==> config.mk <==
export PLATFORM = sky130hd
export DESIGN_NAME = multi_timer_table_flat
export DESIGN_NICKNAME = d
export VERILOG_FILES = /design/src/rtl/mtt_pkg.sv /design/src/rtl/mtt_req_if.sv /design/src/rtl/mtt_rsp_if.sv /design/src/rtl/multi_timer_table.sv /design/src/flat_wrapper.sv
export SDC_FILE = /design/constraint.sdc
export NUM_CORES = 2
export LEC_CHECK = 0
export ABC_AREA = 0
export BUFFER_PORTS_ARGS = -buffer_cell sky130_fd_sc_hd__buf_2
export CAP_MARGIN = 30
export CELL_PAD_IN_SITES_DETAIL_PLACEMENT = 1
export CELL_PAD_IN_SITES_GLOBAL_PLACEMENT = 2
export CORE_ASPECT_RATIO = 1.25
export CORE_MARGIN = 2
export CORE_UTILIZATION = 49
export CTS_BUF_LIST = sky130_fd_sc_hd__clkbuf_4 sky130_fd_sc_hd__clkbuf_8 sky130_fd_sc_hd__clkbuf_16
export DETAILED_ROUTE_END_ITERATION = 8
export PLACE_DENSITY_LB_ADDON = 0.1
export SYNTH_ARGS = -nofsm -noshare
export SYNTH_HDL_FRONTEND = slang
export SYNTH_SLANG_ARGS = --single-unit
==> constraint.sdc <==
create_clock -name clk -period 6.4 [get_ports clk]
set_input_delay 0.32 -clock clk [delete_from_list [all_inputs] [get_ports clk]]
set_output_delay 0.32 -clock clk [all_outputs]
set_load 0.01 [all_outputs]
==> src/rtl/mtt_pkg.sv <==
// ----------------------------------------------------------------------------
// mtt_pkg
// shared types and constants for the timer table block
// ----------------------------------------------------------------------------
package mtt_pkg;

    localparam int NUM_TIMERS_DEF = 32;
    localparam int MAX_RESULTS    = 32;
    localparam int CNT_W          = 6;
    localparam logic [31:0] ALL_ONES = 32'hffff_ffff;

    typedef enum logic [2:0] {
        FN_TICK  = 3'd0,
        FN_ALLOC = 3'd1,
        FN_FREE  = 3'd2,
        FN_BIND  = 3'd3,
        FN_ARM   = 3'd4
    } func_t;

    typedef enum logic [1:0] {
        EV_ACK        = 2'd0,
        EV_GRANTED    = 2'd1,
        EV_ALLOC_FAIL = 2'd2,
        EV_EXPIRED    = 2'd3
    } event_t;

    typedef enum logic [2:0] {
        S_IDLE,
        S_EXEC,
        S_ACK,
        S_ALLOC,
        S_TICK_CHK,
        S_SCAN_RD,
        S_SCAN_EVAL,
        S_FLUSH
    } state_t;

endpackage

==> src/rtl/mtt_req_if.sv <==
// ----------------------------------------------------------------------------
// mtt_req_if
// request channel: one operation per beat
// ----------------------------------------------------------------------------
interface mtt_req_if;
    logic        valid;
    logic        ready;
    logic [2:0]  func;
    logic [4:0]  timer_index;
    logic [31:0] delay;
    logic [3:0]  dest_tag;
    logic [7:0]  payload;

    modport source (
        output valid, func, timer_index, delay, dest_tag, payload,
        input  ready
    );
    modport sink (
        input  valid, func, timer_index, delay, dest_tag, payload,
        output ready
    );
endinterface

==> src/rtl/mtt_rsp_if.sv <==
// ----------------------------------------------------------------------------
// mtt_rsp_if
// response channel: one result per beat
// ----------------------------------------------------------------------------
interface mtt_rsp_if;
    logic       valid;
    logic       ready;
    logic [1:0] event_res;
    logic [4:0] slot;
    logic [3:0] out_tag;
    logic [7:0] out_data;
    logic       last;

    modport source (
        output valid, event_res, slot, out_tag, out_data, last,
        input  ready
    );
    modport sink (
        input  valid, event_res, slot, out_tag, out_data, last,
        output ready
    );
endinterface

==> src/rtl/multi_timer_table.sv <==
// ----------------------------------------------------------------------------
// multi_timer_table
// table of software timers with a free-running tick count and a tracked
// earliest deadline; expiries are reported one beat per slot
// ----------------------------------------------------------------------------
//
//  channel | dir | beat carries
//  --------+-----+-----------------------------------------------------------
//  req     | in  | func, timer_index, delay, dest_tag, payload
//  rsp     | out | event_res, slot, out_tag, out_data, last
//
//  free, bind, arm and unknown ops pass through exec and ack; alloc walks
//  the slots from 0 up to the first free one; a tick that misses the
//  deadline goes through exec, the deadline check and ack, a tick that
//  scans reads then evaluates each slot in turn (registered read of the
//  deadline/tag/data memories) and ends with a flush beat
//  no clearing pass after reset: slot status lives in flops cleared at once
//  req is taken only when the sequencer is idle; a full rsp register stalls
//  the sequencer wherever it has a beat to hand over
//
module multi_timer_table
    import mtt_pkg::*;
#(
    parameter int NUM_TIMERS = NUM_TIMERS_DEF
)(
    input  logic         clk,
    input  logic         rst_n,
    mtt_req_if.sink      req,
    mtt_rsp_if.source    rsp
);

    localparam int IDX_W = (NUM_TIMERS > 1) ? $clog2(NUM_TIMERS) : 1;
    localparam logic [IDX_W-1:0] LAST_IDX = IDX_W'(NUM_TIMERS - 1);

    // sequencer
    state_t state_reg, state_next;

    // captured request
    logic [2:0]  func_reg;
    logic [4:0]  idx_reg;
    logic [31:0] delay_reg;
    logic [3:0]  tag_reg;
    logic [7:0]  data_reg;

    // timer state
    logic [31:0]           tick_reg, tick_next;
    logic [31:0]           nd_reg, nd_next;       // earliest armed deadline
    logic [NUM_TIMERS-1:0] used_reg, used_next;   // allocated or armed
    logic [NUM_TIMERS-1:0] armed_reg, armed_next;

    // slot memories, undefined until written
    logic [31:0] dl_mem   [NUM_TIMERS];
    logic [3:0]  tag_mem  [NUM_TIMERS];
    logic [7:0]  data_mem [NUM_TIMERS];
    logic [31:0] rd_dl_reg;
    logic [3:0]  rd_tag_reg;
    logic [7:0]  rd_data_reg;

    // scan walker
    logic [IDX_W-1:0] ptr_reg, ptr_next;
    logic [CNT_W-1:0] cnt_reg, cnt_next;

    // expiry held back until we know whether it is the final one
    logic             pend_reg, pend_next;
    logic [IDX_W-1:0] pend_slot_reg, pend_slot_next;
    logic [3:0]       pend_tag_reg, pend_tag_next;
    logic [7:0]       pend_data_reg, pend_data_next;

    // output register
    logic       ov_reg, ov_next;
    logic [1:0] oev_reg, oev_next;
    logic [4:0] oslot_reg, oslot_next;
    logic [3:0] otag_reg, otag_next;
    logic [7:0] odata_reg, odata_next;
    logic       olast_reg, olast_next;

    logic             out_free;
    logic             idx_ok;
    logic [IDX_W-1:0] widx;
    logic [31:0]      dl_sum;
    logic             dl_we, bind_we;

    assign req.ready     = (state_reg == S_IDLE);
    assign rsp.valid     = ov_reg;
    assign rsp.event_res = oev_reg;
    assign rsp.slot      = oslot_reg;
    assign rsp.out_tag   = otag_reg;
    assign rsp.out_data  = odata_reg;
    assign rsp.last      = olast_reg;

    // room for a new beat in the output register
    assign out_free = !ov_reg || rsp.ready;
    assign idx_ok   = ({2'b00, idx_reg} < 7'(NUM_TIMERS));
    assign widx     = IDX_W'(idx_reg);
    // arm deadline, wraps mod 2^32
    assign dl_sum   = delay_reg + tick_reg;

    // request capture
    always_ff @(posedge clk)
    begin
        if (req.valid && req.ready)
        begin
            func_reg  <= req.func;
            idx_reg   <= req.timer_index;
            delay_reg <= req.delay;
            tag_reg   <= req.dest_tag;
            data_reg  <= req.payload;
        end
    end

    // slot memories: one write port, one registered read at the walker
    always_ff @(posedge clk)
    begin
        if (dl_we)
        begin
            dl_mem[widx] <= dl_sum;
        end
        if (bind_we)
        begin
            tag_mem[widx]  <= tag_reg;
            data_mem[widx] <= data_reg;
        end
        rd_dl_reg   <= dl_mem[ptr_reg];
        rd_tag_reg  <= tag_mem[ptr_reg];
        rd_data_reg <= data_mem[ptr_reg];
    end

    // state register and control
    always_ff @(posedge clk or negedge rst_n)
    begin
        if (!rst_n)
        begin
            state_reg <= S_IDLE;
            tick_reg  <= '0;
            nd_reg    <= ALL_ONES;
            used_reg  <= '0;
            armed_reg <= '0;
            ptr_reg   <= '0;
            cnt_reg   <= '0;
            pend_reg  <= 1'b0;
            ov_reg    <= 1'b0;
        end
        else
        begin
            state_reg <= state_next;
            tick_reg  <= tick_next;
            nd_reg    <= nd_next;
            used_reg  <= used_next;
            armed_reg <= armed_next;
            ptr_reg   <= ptr_next;
            cnt_reg   <= cnt_next;
            pend_reg  <= pend_next;
            ov_reg    <= ov_next;
        end
    end

    // payload registers
    always_ff @(posedge clk)
    begin
        pend_slot_reg <= pend_slot_next;
        pend_tag_reg  <= pend_tag_next;
        pend_data_reg <= pend_data_next;
        oev_reg       <= oev_next;
        oslot_reg     <= oslot_next;
        otag_reg      <= otag_next;
        odata_reg     <= odata_next;
        olast_reg     <= olast_next;
    end

    // sequencer: next state and datapath control
    always_comb
    begin
        state_next     = state_reg;
        tick_next      = tick_reg;
        nd_next        = nd_reg;
        used_next      = used_reg;
        armed_next     = armed_reg;
        ptr_next       = ptr_reg;
        cnt_next       = cnt_reg;
        pend_next      = pend_reg;
        pend_slot_next = pend_slot_reg;
        pend_tag_next  = pend_tag_reg;
        pend_data_next = pend_data_reg;
        ov_next        = ov_reg && !rsp.ready;
        oev_next       = oev_reg;
        oslot_next     = oslot_reg;
        otag_next      = otag_reg;
        odata_next     = odata_reg;
        olast_next     = olast_reg;
        dl_we          = 1'b0;
        bind_we        = 1'b0;

        case (state_reg)
            S_IDLE:
            begin
                if (req.valid)
                begin
                    state_next = S_EXEC;
                end
            end

            S_EXEC:
            begin
                ptr_next   = '0;
                state_next = S_ACK;
                case (func_reg)
                    FN_TICK:
                    begin
                        tick_next  = tick_reg + 32'd1;
                        state_next = S_TICK_CHK;
                    end
                    FN_ALLOC:
                    begin
                        state_next = S_ALLOC;
                    end
                    FN_FREE:
                    begin
                        if (idx_ok)
                        begin
                            used_next[widx]  = 1'b0;
                            armed_next[widx] = 1'b0;
                        end
                    end
                    FN_BIND:
                    begin
                        bind_we = idx_ok;
                    end
                    FN_ARM:
                    begin
                        if (idx_ok)
                        begin
                            dl_we            = 1'b1;
                            used_next[widx]  = 1'b1;
                            armed_next[widx] = 1'b1;
                            if (nd_reg > dl_sum)
                            begin
                                nd_next = dl_sum;
                            end
                        end
                    end
                    default:
                    begin
                        // unknown op, acknowledged only
                    end
                endcase
            end

            S_ACK:
            begin
                if (out_free)
                begin
                    ov_next    = 1'b1;
                    oev_next   = EV_ACK;
                    oslot_next = '0;
                    otag_next  = '0;
                    odata_next = '0;
                    olast_next = 1'b1;
                    state_next = S_IDLE;
                end
            end

            // walk slots until the lowest free one
            S_ALLOC:
            begin
                if (!used_reg[ptr_reg])
                begin
                    if (out_free)
                    begin
                        used_next[ptr_reg] = 1'b1;
                        ov_next    = 1'b1;
                        oev_next   = EV_GRANTED;
                        oslot_next = 5'(ptr_reg);
                        otag_next  = '0;
                        odata_next = '0;
                        olast_next = 1'b1;
                        state_next = S_IDLE;
                    end
                end
                else if (ptr_reg == LAST_IDX)
                begin
                    if (out_free)
                    begin
                        ov_next    = 1'b1;
                        oev_next   = EV_ALLOC_FAIL;
                        oslot_next = '0;
                        otag_next  = '0;
                        odata_next = '0;
                        olast_next = 1'b1;
                        state_next = S_IDLE;
                    end
                end
                else
                begin
                    ptr_next = ptr_reg + IDX_W'(1);
                end
            end

            // deadline reached: start a full scan, else plain ack
            S_TICK_CHK:
            begin
                if (nd_reg > tick_reg)
                begin
                    state_next = S_ACK;
                end
                else
                begin
                    nd_next    = ALL_ONES;
                    cnt_next   = '0;
                    pend_next  = 1'b0;
                    state_next = S_SCAN_RD;
                end
            end

            // memory read of slot ptr lands in rd_*_reg
            S_SCAN_RD:
            begin
                state_next = S_SCAN_EVAL;
            end

            S_SCAN_EVAL:
            begin
                if (armed_reg[ptr_reg] && rd_dl_reg <= tick_reg
                    && cnt_reg < CNT_W'(MAX_RESULTS))
                begin
                    // expiry: hand on the held one first, if any
                    if (!pend_reg || out_free)
                    begin
                        if (pend_reg)
                        begin
                            ov_next    = 1'b1;
                            oev_next   = EV_EXPIRED;
                            oslot_next = 5'(pend_slot_reg);
                            otag_next  = pend_tag_reg;
                            odata_next = pend_data_reg;
                            olast_next = 1'b0;
                        end
                        armed_next[ptr_reg] = 1'b0;
                        cnt_next       = cnt_reg + CNT_W'(1);
                        pend_next      = 1'b1;
                        pend_slot_next = ptr_reg;
                        pend_tag_next  = rd_tag_reg;
                        pend_data_next = rd_data_reg;
                        ptr_next       = ptr_reg + IDX_W'(1);
                        state_next     = (ptr_reg == LAST_IDX) ? S_FLUSH : S_SCAN_RD;
                    end
                end
                else
                begin
                    if (armed_reg[ptr_reg] && nd_reg > rd_dl_reg)
                    begin
                        nd_next = rd_dl_reg;
                    end
                    ptr_next   = ptr_reg + IDX_W'(1);
                    state_next = (ptr_reg == LAST_IDX) ? S_FLUSH : S_SCAN_RD;
                end
            end

            // final beat of the tick: held expiry or a plain ack
            S_FLUSH:
            begin
                if (out_free)
                begin
                    ov_next    = 1'b1;
                    olast_next = 1'b1;
                    if (pend_reg)
                    begin
                        oev_next   = EV_EXPIRED;
                        oslot_next = 5'(pend_slot_reg);
                        otag_next  = pend_tag_reg;
                        odata_next = pend_data_reg;
                    end
                    else
                    begin
                        oev_next   = EV_ACK;
                        oslot_next = '0;
                        otag_next  = '0;
                        odata_next = '0;
                    end
                    pend_next  = 1'b0;
                    ptr_next   = '0;
                    state_next = S_IDLE;
                end
            end

            default:
            begin
                state_next = S_IDLE;
            end
        endcase
    end

endmodule
==> src/flat_wrapper.sv <==
// flat-port wrapper written by rule: the top's interface ports become plain ports
module multi_timer_table_flat import mtt_pkg::*;
#(
    parameter int NUM_TIMERS = NUM_TIMERS_DEF
)
  (clk, rst_n, req_valid, req_func, req_timer_index, req_delay, req_dest_tag, req_payload, req_ready, rsp_valid, rsp_event_res, rsp_slot, rsp_out_tag, rsp_out_data, rsp_last, rsp_ready);
  mtt_req_if req_i ();
  mtt_rsp_if rsp_i ();
  input  logic clk;
  input  logic rst_n;
  input wire logic [$bits(req_i.valid)-1:0] req_valid;
  input wire logic [$bits(req_i.func)-1:0] req_func;
  input wire logic [$bits(req_i.timer_index)-1:0] req_timer_index;
  input wire logic [$bits(req_i.delay)-1:0] req_delay;
  input wire logic [$bits(req_i.dest_tag)-1:0] req_dest_tag;
  input wire logic [$bits(req_i.payload)-1:0] req_payload;
  output wire logic [$bits(req_i.ready)-1:0] req_ready;
  output wire logic [$bits(rsp_i.valid)-1:0] rsp_valid;
  output wire logic [$bits(rsp_i.event_res)-1:0] rsp_event_res;
  output wire logic [$bits(rsp_i.slot)-1:0] rsp_slot;
  output wire logic [$bits(rsp_i.out_tag)-1:0] rsp_out_tag;
  output wire logic [$bits(rsp_i.out_data)-1:0] rsp_out_data;
  output wire logic [$bits(rsp_i.last)-1:0] rsp_last;
  input wire logic [$bits(rsp_i.ready)-1:0] rsp_ready;
  assign req_i.valid = req_valid;
  assign req_i.func = req_func;
  assign req_i.timer_index = req_timer_index;
  assign req_i.delay = req_delay;
  assign req_i.dest_tag = req_dest_tag;
  assign req_i.payload = req_payload;
  assign req_ready = req_i.ready;
  assign rsp_valid = rsp_i.valid;
  assign rsp_event_res = rsp_i.event_res;
  assign rsp_slot = rsp_i.slot;
  assign rsp_out_tag = rsp_i.out_tag;
  assign rsp_out_data = rsp_i.out_data;
  assign rsp_last = rsp_i.last;
  assign rsp_i.ready = rsp_ready;
  multi_timer_table #(.NUM_TIMERS(NUM_TIMERS)) u_core (.clk(clk), .rst_n(rst_n), .req(req_i), .rsp(rsp_i));
endmodule
Word-level counts from Yosys, hierarchy flattened:

Memory sizes are Yosys's and may differ from the RTL's. A register that Yosys moved wholly into a read port is not among the register bits.
Cells that the tools add are included.

* add/sub/neg operators: 4
* magnitude comparators: 9
* equality and inequality tests: 31
* muxes and demuxes: 108
* bitwise operators: 8
* reduce and logical (&&, ||, !) cells: 36

Operators by type and width (count)
* 2-to-1 mux 32 bit: 9
* case mux 32 bit (2 select lines): 4
* bitwise AND 32 bit: 3
* > comparator 32 bit: 3
* OR 32 bit: 3
* case mux 32 bit (3 select lines): 1
* 2-to-1 mux 5 bit: 14
* 2-to-1 mux 8 bit: 8
* inverter 32 bit: 2
* case mux 5 bit (4 select lines): 2
* adder 32 x 1 -> 32 bit, second input constant: 1
* adder 32 bit: 1
* less-or-equal comparator 32 bit: 1
* 2-to-1 mux 4 bit: 8
* case mux 8 bit (4 select lines): 1
* 2-to-1 mux 1 bit: 28
* 2-to-1 mux 2 bit: 11
* 2-to-1 mux 3 bit: 7
* case mux 3 bit (7 select lines): 1
* inequality test 2 x 1 -> 1 bit, second input constant: 10
* 2-to-1 mux 6 bit: 3
* case mux 4 bit (4 select lines): 1
* == test 3 bit, second input constant: 5
* AND reduction 5 bit: 3
* 32 further kinds: 66

* flip-flop bits (word level): 233
* memory bits (writable): 1408
* memories kept: 3

Memories
* u_core.dl_mem: words 32, width 32, rd ports 1, clocked after Yosys merged registers in 1, wr ports 1, RTL line multi_timer_table.sv:52 `logic [31:0] dl_mem [NUM_TIMERS];`
* u_core.data_mem: words 32, width 8, rd ports 1, clocked after Yosys merged registers in 1, wr ports 1, RTL line multi_timer_table.sv:54 `logic [7:0] data_mem [NUM_TIMERS];`
* u_core.tag_mem: words 32, width 4, rd ports 1, clocked after Yosys merged registers in 1, wr ports 1, RTL line multi_timer_table.sv:53 `logic [3:0] tag_mem [NUM_TIMERS];`

Longest topological paths before layout:

* depth in word-level cells: 9
* depth in mapped cells: 24
* mapped depth without buffers: 22

Worst setup path before layout:

Ideal clock, no wire load.

* path kind: reg2reg
* start point: reg u_core.tick_reg[0]
* end point: reg u_core.nd_reg[11]
* setup time: 59 ps
* data arrival time: 5120 ps
* path slack: 1220 ps
* stages on the path, launching flop included: 22
* clock period less this slack: 5180 ps
* cells stage by stage: dfrtp_1 > ha_1 > inv_1 > fa_1 > nor2b_1 > o2111ai_1 > a21oi_1 > nor2_1 > o21ba_2 > o21ai_0 > xor2_1 > inv_1 > ha_1 > nand3_1 > nor4_1 > nand2_1 > o211a_1 > or4_1 > buf_6 > buf_8 > a211oi_2 > a21o_1

* elaborated cells between the ends (all ways): 13

RTL lines
* start, declared: RTL line multi_timer_table.sv:46 `logic [31:0] tick_reg, tick_next;`
* start signal, assigned: RTL line multi_timer_table.sv:146 `tick_reg <= tick_next;`
* adder 32 bit: RTL line multi_timer_table.sv:96 `assign dl_sum = delay_reg + tick_reg;`
* named net u_core.dl_sum[20]: RTL line multi_timer_table.sv:80 `logic [31:0] dl_sum;`
* > comparator 32 bit: RTL line multi_timer_table.sv:235 `if (nd_reg > dl_sum)`
* inequality test 2 x 1 -> 1 bit (no source line)
* AND reduction 6 bit (no source line)
* end signal, assigned: RTL line multi_timer_table.sv:147 `nd_reg <= nd_next;`
* end, declared: RTL line multi_timer_table.sv:47 `logic [31:0] nd_reg, nd_next;`

The timed path passes the listed nets, and every way through them passes these cells. The select of a mux whose other input is x is not followed.
A chain may end at the register's enable or synchronous reset.

Worst setup path in the final report:

* start point: reg u_core.tick_reg[0]
* end point: reg u_core.nd_reg[10]

Same word-level chain as after synthesis.

==> results.md <==
* Status: finished clean
* Count of cell types in the netlist at 80
* Period utilization at 0.908
* Clk slew on worst S/H paths at 70 ps
* Routed len/inst at 32.9 µm
* Syn. warnings at 0
* Sequential share of power at 0.453
* GR Util All Layers at 0.285
* Layout cells sized above 1 at 0.234
* Initial antenna violation count at 10
* Vias in the first global route at 40727
* Avg Inst Size Synth at 17.7 µm²
* DIE AREA at 145000 µm²
* CTS tree: yes
* H-tree depth at 4
* Final GP Congestion at 0.815
* IO Port Bufs at 77
* Final setup vio count at 0
* Worst slew margin at 0.304
* CTS sink count at 1685
* Synthesized flop and latch total at 1685
* Pleak at 26.8 nW
* Worst slew pin tran at 1040 ps
* CTS buffer count at 165
* Arrival time worst endpoint at 6570 ps
* Post-synthesis compound-gate area fraction at 0.0613
* Final slew viol count at 0
* Synthesized cell area at 69500 µm²
* Main combinational cell family by area after synthesis: multiplexers
* # rows at 154
* Crit end category: register
* Synth Area in XOR/XNOR at 0.00845
* CP max stage delay at 600 ps
* Part of the power in the clock network at 0.332
* DR pass1 iterations at 5
* Via count at 38922
* Crit-path max FO at 64
* Syn nets at 4144
* Design Power at 30.1 mW
* Gate power share at 0.214
* Max Clk Rate at 0.172 GHz
* CTS Root Cell: clkbuf_16
* Total grt overflow at 0
* Final Hold Viols at 0
* Cells along the critical path: ha_1, a211oi_1, o21bai_1, o211a_1, a211o_1, and2_1, o211ai_1, a211o_1, buf_4, inv_1, ha_1, nand4_1, nor4_1, nand2_1, o211a_1, or4_2, buf_4, a211oi_1, a21o_1
* Total Wirelength at 203 mm
* CP max stage cell: or4_2
* Post-synthesis mux area share at 0.129
* CP Launch Point: u_core.tick_reg[0]
* Max-cap violations at 0
* Adder-Cell Fraction of Synth Area at 0.0302
* HP Class: in -> reg
* I/O Pins at 78
* Net switching power at 8.58 mW
* Internal power at 21.6 mW
* Layout Skew at 26.1 ps
* Critical setup path kind: reg -> reg
* Top reg by flops: u_core.dl_mem
* Synth Area in Simple Gates at 0.0405
* ANT nets after route at 0
* Remaining DRCs at 0
* Post-synthesis async set-or-reset flop share at 0.0855
* Peak supply drop at 284 µV
* Switch share at 0.285
* Largest net degree at the start of global routing at 122
* Die Wd at 341 µm
* Syn-to-layout area delta at 14.6%
* Top Registers: u_core.dl_mem (1024), u_core.data_mem (256), u_core.tag_mem (128)
* Fin nets at 4387
* Hold Crit Start: rsp_ready
* 1st-iter DRT viols at 3791
* Clock latency on the worst-skew pair at 810 ps
* Post-synth EDFFs at 1497
* Crit path required time at 7150 ps
* PwrDens at 379 nW/µm²
* Die Y at 425 µm
* Starting Density at 0.493
* Sequential cell area fraction in the yosys report at 0.712
* Max reg flops at 1024
* Launch point of the worst reg-to-reg path: u_core.tick_reg[0]
* Final min period at 5810 ps
* Setup TNS at 0 ps
* CP Launch Type: register
* Max clock buf depth at 3
* HPWL after DPL at 124 mm
* Main synth FF type: edfxtp_1
* First-pass GRT wire length at 294 mm
* Fill count at 12504
* RSZ-0062 raised after global routing: false
* Core Region at 141000 µm²
* Cells after Synth at 3921
* Vias per cell at 6.30
cells by family after synthesis:
logic type	count (synthesis)
flops	1685
xor+xnor	67
mux	443
buf+inv	324
compound gates	655
fa+ha+maj	167
simple gates	580
layer usage:
metal  GRT usage  up-vias  routed length (µm)
li1            -    16263                   -
met1       0.396    20930               84000
met2       0.473     1463              101000
met3      0.0432      266               12900
met4      0.0761        0                5200
met5           0        -                   0
synth_stat cells, types with 11 or more instances:
library cell / instances / share of area
a211oi_1: 16 / 0.0017
a21o_1: 48 / 0.0052
a21oi_1: 169 / 0.012
a22oi_1: 186 / 0.020
and2_1: 20 / 0.0018
and3_1: 18 / 0.0016
buf_1: 35 / 0.0019
buf_2: 19 / 0.0014
clkbuf_1: 147 / 0.0079
dfrtp_1: 112 / 0.040
dfstp_2: 32 / 0.012
dfxtp_1: 44 / 0.013
edfxtp_1: 1497 / 0.65
ha_1: 166 / 0.030
inv_1: 117 / 0.0063
mux2i_1: 68 / 0.0098
mux4_2: 360 / 0.12
nand2_1: 120 / 0.0065
nand3_1: 39 / 0.0028
nand4_1: 73 / 0.0066
nor2_1: 201 / 0.011
nor2b_1: 21 / 0.0019
nor3_1: 31 / 0.0022
nor3b_1: 11 / 0.0012
o21ai_0: 131 / 0.0094
o22ai_1: 11 / 0.00099
xnor2_1: 51 / 0.0064
xor2_1: 16 / 0.0020
critical path: cells and delay by family (launching register included):
family          cells  cell delay, ps
buf+inv             3             790
fa+ha+maj           2             580
simple gates        5            1660
flops               1             470
compound gates      9            2220
layout make-up:
type	instances	area [µm²]	share of cell area
sequential	1685	49500	0.621
multi-input combinational	1912	19200	0.241
clock buffer	219	4670	0.0587
timing repair buffer	282	2590	0.0326
tap	1872	2340	0.0294
clock inverter	86	908	0.0114
inverter	118	443	0.00556
antenna	2	5.00	0.0000629
cells in the final DEF (no fill, tap or decap), types with 17 or more instances in the layout:
cell / count
nor2_2: 19
clkinv_1: 28
bufinv_16: 17
edfxtp_1: 1497
xnor2_1: 45
nand3_1: 37
a22oi_1: 186
dlygate4sd3_1: 55
ha_1: 166
nor2_4: 33
a21oi_1: 169
inv_1: 117
nor2_1: 149
mux2i_1: 68
nand4_1: 73
clkinv_2: 28
buf_4: 109
buf_2: 77
nand2_1: 118
dfstp_2: 32
and2_1: 19
dfxtp_1: 44
o21ai_0: 131
dfrtp_1: 110
buf_12: 19
mux4_2: 360
nor3_1: 31
clkbuf_16: 169
nor2b_1: 21
a21o_1: 48
clkbuf_4: 39
repair_timing:
action / 4_1_cts / 5_1_grt
gates resized for setup: 0 / 0
setup buffers: 0 / 0
hold endpoints to repair: 179 / 0
hold buffers: 55 / 0
metrics by stage:
step / instances / instance area [µm²] / hold slack (ps) / util / setup slack (ps)
global placement: 5779 / 72800 / 211 / 0.517 / 692
global route: 6174 / 79600 / 82.6 / 0.565 / 238
detailed placement: 5802 / 73200 / 209 / 0.520 / 616
CTS: 6162 / 79400 / 25.3 / 0.564 / 621
finish: 6176 / 79600 / 83.2 / 0.565 / 587
floorplan: 3921 / 69500 / 24.4 / - / 1220
path summary, 6_finish.rpt:
kind,endpoint,cells after the start,slack (ps)
worst max-delay path,u_core.nd_reg[10],19,590
worst min-delay path,u_core.rsp.last,4,80
worst max register to register,u_core.nd_reg[10],19,590
worst min register to register,u_core.pend_data_reg[1],0,410
max in group asynchronous,u_core.tick_reg[18],3,5260
min in group asynchronous,u_core.nd_reg[7],2,140
power groups by stage:
stage               clock network, mW  logic, mW  registers (mW)
finish                           10.0       6.45            13.7
global route                     10.6       7.08            13.7
CTS                              10.2       6.45            13.7
detailed placement                  0       6.40            13.9
global placement                    0       6.13            14.0
floorplan                           0       4.32            13.6
(Power assumes the default switching activity.)
